## src/sv/wppp_ram.sv

```systemverilog
// Generic single write port, single read port RAM with registered read data.
// No dependencies; used for the waypoint table.
module wppp_ram #(
	parameter int WIDTH = 8,
	parameter int DEPTH = 16
) (
	input  logic                     clk,
	input  logic                     we,
	input  logic [$clog2(DEPTH)-1:0] waddr,
	input  logic [WIDTH-1:0]         wdata,
	input  logic [$clog2(DEPTH)-1:0] raddr,
	output logic [WIDTH-1:0]         rdata
);

	logic [WIDTH-1:0] mem [DEPTH];

	// Write on enable, read every cycle
	always_ff @(posedge clk) begin
		if (we) begin
			mem[waddr] <= wdata;
		end
		rdata <= mem[raddr];
	end

endmodule
```

## config.mk

```make
export PLATFORM = sky130hd
export DESIGN_NAME = wppp_ram
export DESIGN_NICKNAME = d
export VERILOG_FILES = /design/src/sv/wppp_ram.sv
export SDC_FILE = /design/constraint.sdc
export NUM_CORES = 1
export LEC_CHECK = 0
export ABC_AREA = 0
export BUFFER_PORTS_ARGS = -buffer_cell sky130_fd_sc_hd__buf_2
export CORE_MARGIN = 1.5
export CORE_UTILIZATION = 31
export CTS_BUF_LIST = sky130_fd_sc_hd__clkbuf_8
export CTS_CLUSTER_SIZE = 28
export DETAILED_ROUTE_END_ITERATION = 16
export MAX_ROUTING_LAYER = met4
export PLACE_DENSITY = 0.53
export RECOVER_POWER = 50
export SYNTH_ARGS = -nofsm -noshare
export SYNTH_HDL_FRONTEND = slang
export SYNTH_SLANG_ARGS = --single-unit
```

## constraint.sdc

```tcl
create_clock -name clk -period 4.6 [get_ports clk]
set_clock_uncertainty 0.15 [all_clocks]
set_input_delay 0.23 -clock clk [delete_from_list [all_inputs] [get_ports clk]]
set_output_delay 0.23 -clock clk [all_outputs]
set_load 0.01 [all_outputs]
```

# Word-level counts from Yosys, hierarchy flattened
# Memories as Yosys holds them, arrays and structs flattened. A register that Yosys moved wholly into a read port is not among the register bits.
# Cells that the tools add are included.
# W data, S select, Z words.
# totals
word_cells	3
n_memories	1
mem_bits_rw	128
reg_bits	0
out_inout_bits	8
# op_classes
n_mux	2
# mem_list
memory	depth	width	read_ports	rd_ports_with_merged_regs	wr	line	source
mem	16	8	1	1	1	15	logic [WIDTH-1:0] mem [DEPTH];
# ops
op	count
$mux W1	2

# Logic depth before layout (Yosys ltp)
# logic_depth
ltp_word	2
ltp_mapped	5
mapped_depth_nobuf	3

# Worst setup path after synthesis
# OpenSTA, ideal clock, no wires.
# synth_path
path_type	input-to-reg
startpoint	input waddr[2]
endpoint	memory mem[0][0] (enable)
required_ns	4.067
setup_time_ns	0.383
path_stages	2
path_buffers	0
t_arrival_ns	1.340
slack_ns	2.727
path_cell_list	or3b_2 -> nor3_1
# synth_lines
item	line	source
start, declared	9	input logic [$clog2(DEPTH)-1:0] waddr,
end, declared	15	
# Straight into the memory's write port.

==> run summary <==
Setup WS pre-CTS: 2118 ps
Ys flop type: edfxtp_1
Routed len/inst: 20.22 microns
CTS Buffer Depth: 2
Synth Area per Inst: 22.48 sq um
Worst Max-Slew Pin Slew: 1074 ps
Setup Buffers After CTS: 0
Top delay family on crit path: buffers and inverters
Pwr Density: 422.8 nW/um^2
Yosys top cell area share: 74.67%
Gate count of the mapped netlist: 229
Slew margin rel.: 28.41%
Largest net degree at the start of global routing: 33
Part of the Yosys area used for sequential elements: 77.78%
Fraction of layout cells with a size suffix above 1: 24.03%
Fin crit share: 42.42%
Setup tns final: 0 ps
Critical path buffer and inverter count: 1
DRC viols: 0
TritonCTS Buffers: 17
Grt met2 use: 19.26%
Diodes inserted: 0
Max rail drop VDD: 0.2112 mV
Seq cells post-synth: 136
Post-synth EDFFs: 128
Met3 Use GR: 4.229%
CP Max Fanout: 32
GRT Resource Usage Total: 13.07%
Final Hold Violating Endpoints: 0
H-tree depth: 4
Slowest cell on the critical path: buf_2
Clk root buf: clkbuf_8
HPWL Detailed: 6215 microns
Die area: 17390 sq um
Critical path startpoint: raddr[0]
Cell accounting for the most synthesized area: edfxtp_1
Worst Hold Path EP: mem[4][0]
Synthesis Warnings: 0
Worst Slack Setup Final: 2649 ps
Hold crit path type: input port to flop
NumNets Final: 288
Clock sinks: 136
R2r endpoint: rdata[0]
P&R area growth vs syn: 15.07%
Worst Hold Launch: waddr[0]
Final cell count without fillers: 499
Syn Nets: 247
Routed vias/inst: 4.721
Cells resized by post-CTS repair: 0
Max Slew Vio Count: 0
Die Wd: 131.9 microns
# rows: 46
Top Ports: 26
Vias in the first global route: 2505
Final WL: 10090 microns
Worst-Skew Late Latency: 430 ps
Count leader, synth: edfxtp_1
Chip height: 131.9 microns
Worst path arrival time: 2100 ps
First-pass GRT wire length: 15640 microns
RSZ-0062 raised after global routing: no
Max Freq: 512.5 MHz
Status: complete, no violations
Hold path cells: 2
Initial core utilization: 32.06%
Setup CP Type: input port to flop
Grt peak-use layer: met2
Max incr delay on CP: 800 ps
Cells taking the most area after synthesis: edfxtp_1 75%, mux4_2 7.9%, mux4_1 7.1%, dfxtp_1 3.1%, a22oi_1 2.3%
Finish-stage setup viols: 0
Placed Cells: 463
CP Capture Type: flop
Reg2reg setup slack: 3060 ps
Cell Area, Synth: 5147 sq um
Clock-pin slew on the worst setup and hold paths: 70 ps
DRT iter0 DRCs: 257
R2r worst-path depth: 3
Leak pwr: 1.915 nW
GP Congestion: 0.7436
FF-to-FF Start: mem[1][0]
Met1 usage: 17.01%
Max Cap Viol: 0
Top cells by count, synth: 128 x edfxtp_1, 18 x mux4_2, 16 x a22oi_1
Via count: 2356
Startpoint Class: input port
Final ANT Viol Nets: 0
Worst path required time: 4750 ps
Async SR Flop Fraction: 0%
CP cell instances: buf_2 > mux4_1 > a22oi_1 > nand2_1
Core box area: 16060 sq um
Antenna violations before repair: 0
CTS tree: built
Remaining global-route overflow: 0
Final min period: 1951 ps
DRT Pass-1 Iters: 4
Port bufs: 25
Synth cell types: 19
==> cells in the final DEF, fill, tap and decap left out, types with 2 or more instances in the layout <==
cell and count:
a22oi_1 16, buf_2 16, buf_4 2, bufinv_16 2, clkbuf_1 10, clkbuf_8 23, clkinv_2 3, clkinvlp_4 2
dfxtp_1 8, dlygate4sd3_1 4, edfxtp_1 128, inv_1 2, mux4_1 14, mux4_2 18, nand2_1 9, nand2b_1 2
nand3b_1 2, nor2_1 13, nor3_1 3
==> power by group <==
group | internal, mW | total, mW | switching [mW]
clock network | 0.562 | 0.988 | 0.426
registers | 1.38 | 1.39 | 0.00841
logic | 0.0506 | 0.124 | 0.0730
==> through the flow <==
step / hold WS [ps] / cell area [sq um] / power, mW / utilization (%)
2_1_floorplan: 178.9 / 5147 / 1.491 / -
3_3_place_gp: 472.1 / 5484 / 1.545 / 34.15
3_5_place_dp: 476.0 / 5484 / 1.547 / 34.15
4_1_cts: 3.583 / 5938 / 2.536 / 36.98
5_1_grt: 115.1 / 5923 / 2.601 / 36.89
6_report: 126.1 / 5923 / 2.504 / 36.89
==> worst max-delay path by stage <==
| stage | end | slack, ps | cells after the start |
|---|---|---|---|
| after floorplan | mem[0][0] | 2730 | 2 |
| after global placement | rdata[0] | 2100 | 4 |
| after detailed placement | rdata[0] | 2120 | 4 |
| after CTS | rdata[0] | 2600 | 4 |
| after global routing | rdata[0] | 2490 | 4 |
| final | rdata[0] | 2650 | 4 |
==> timing repair <==
action	in CTS	in global routing
hold buffers	4	0
endpoints found under the setup margin	0	0
endpoints found under the hold margin	29	0
==> cell families after synthesis <==
family | after synthesis | synth area share [%]
muxes | 32 | 15.02
buffers and inverters | 10 | 1.677
and+or+nand+nor | 35 | 3.184
AOI/OAI and AO/OA | 16 | 2.334
DFF | 136 | 77.78
==> area by class of cell <==
cell class	count	area (sq um)
clock buffers	23	316.6
clock inverters	9	97.59
fillers	1462	10130
multi-input cells	83	1062
flip-flops and latches	136	4004
well taps	216	270.3
repair buffers	32	172.7
==> flip-flops by register name, indices dropped and copies added (netlist names) <==
register	count
rdata	8
mem	128
==> layer usage <==
metal  vias to the layer above  wire length [microns]
li1                       1052                      -
met1                      1257                   4625
met2                        40                   4961
met3                         7                    402
met4                         0                     98
met5                         -                      0
(Power assumes the default switching activity.)
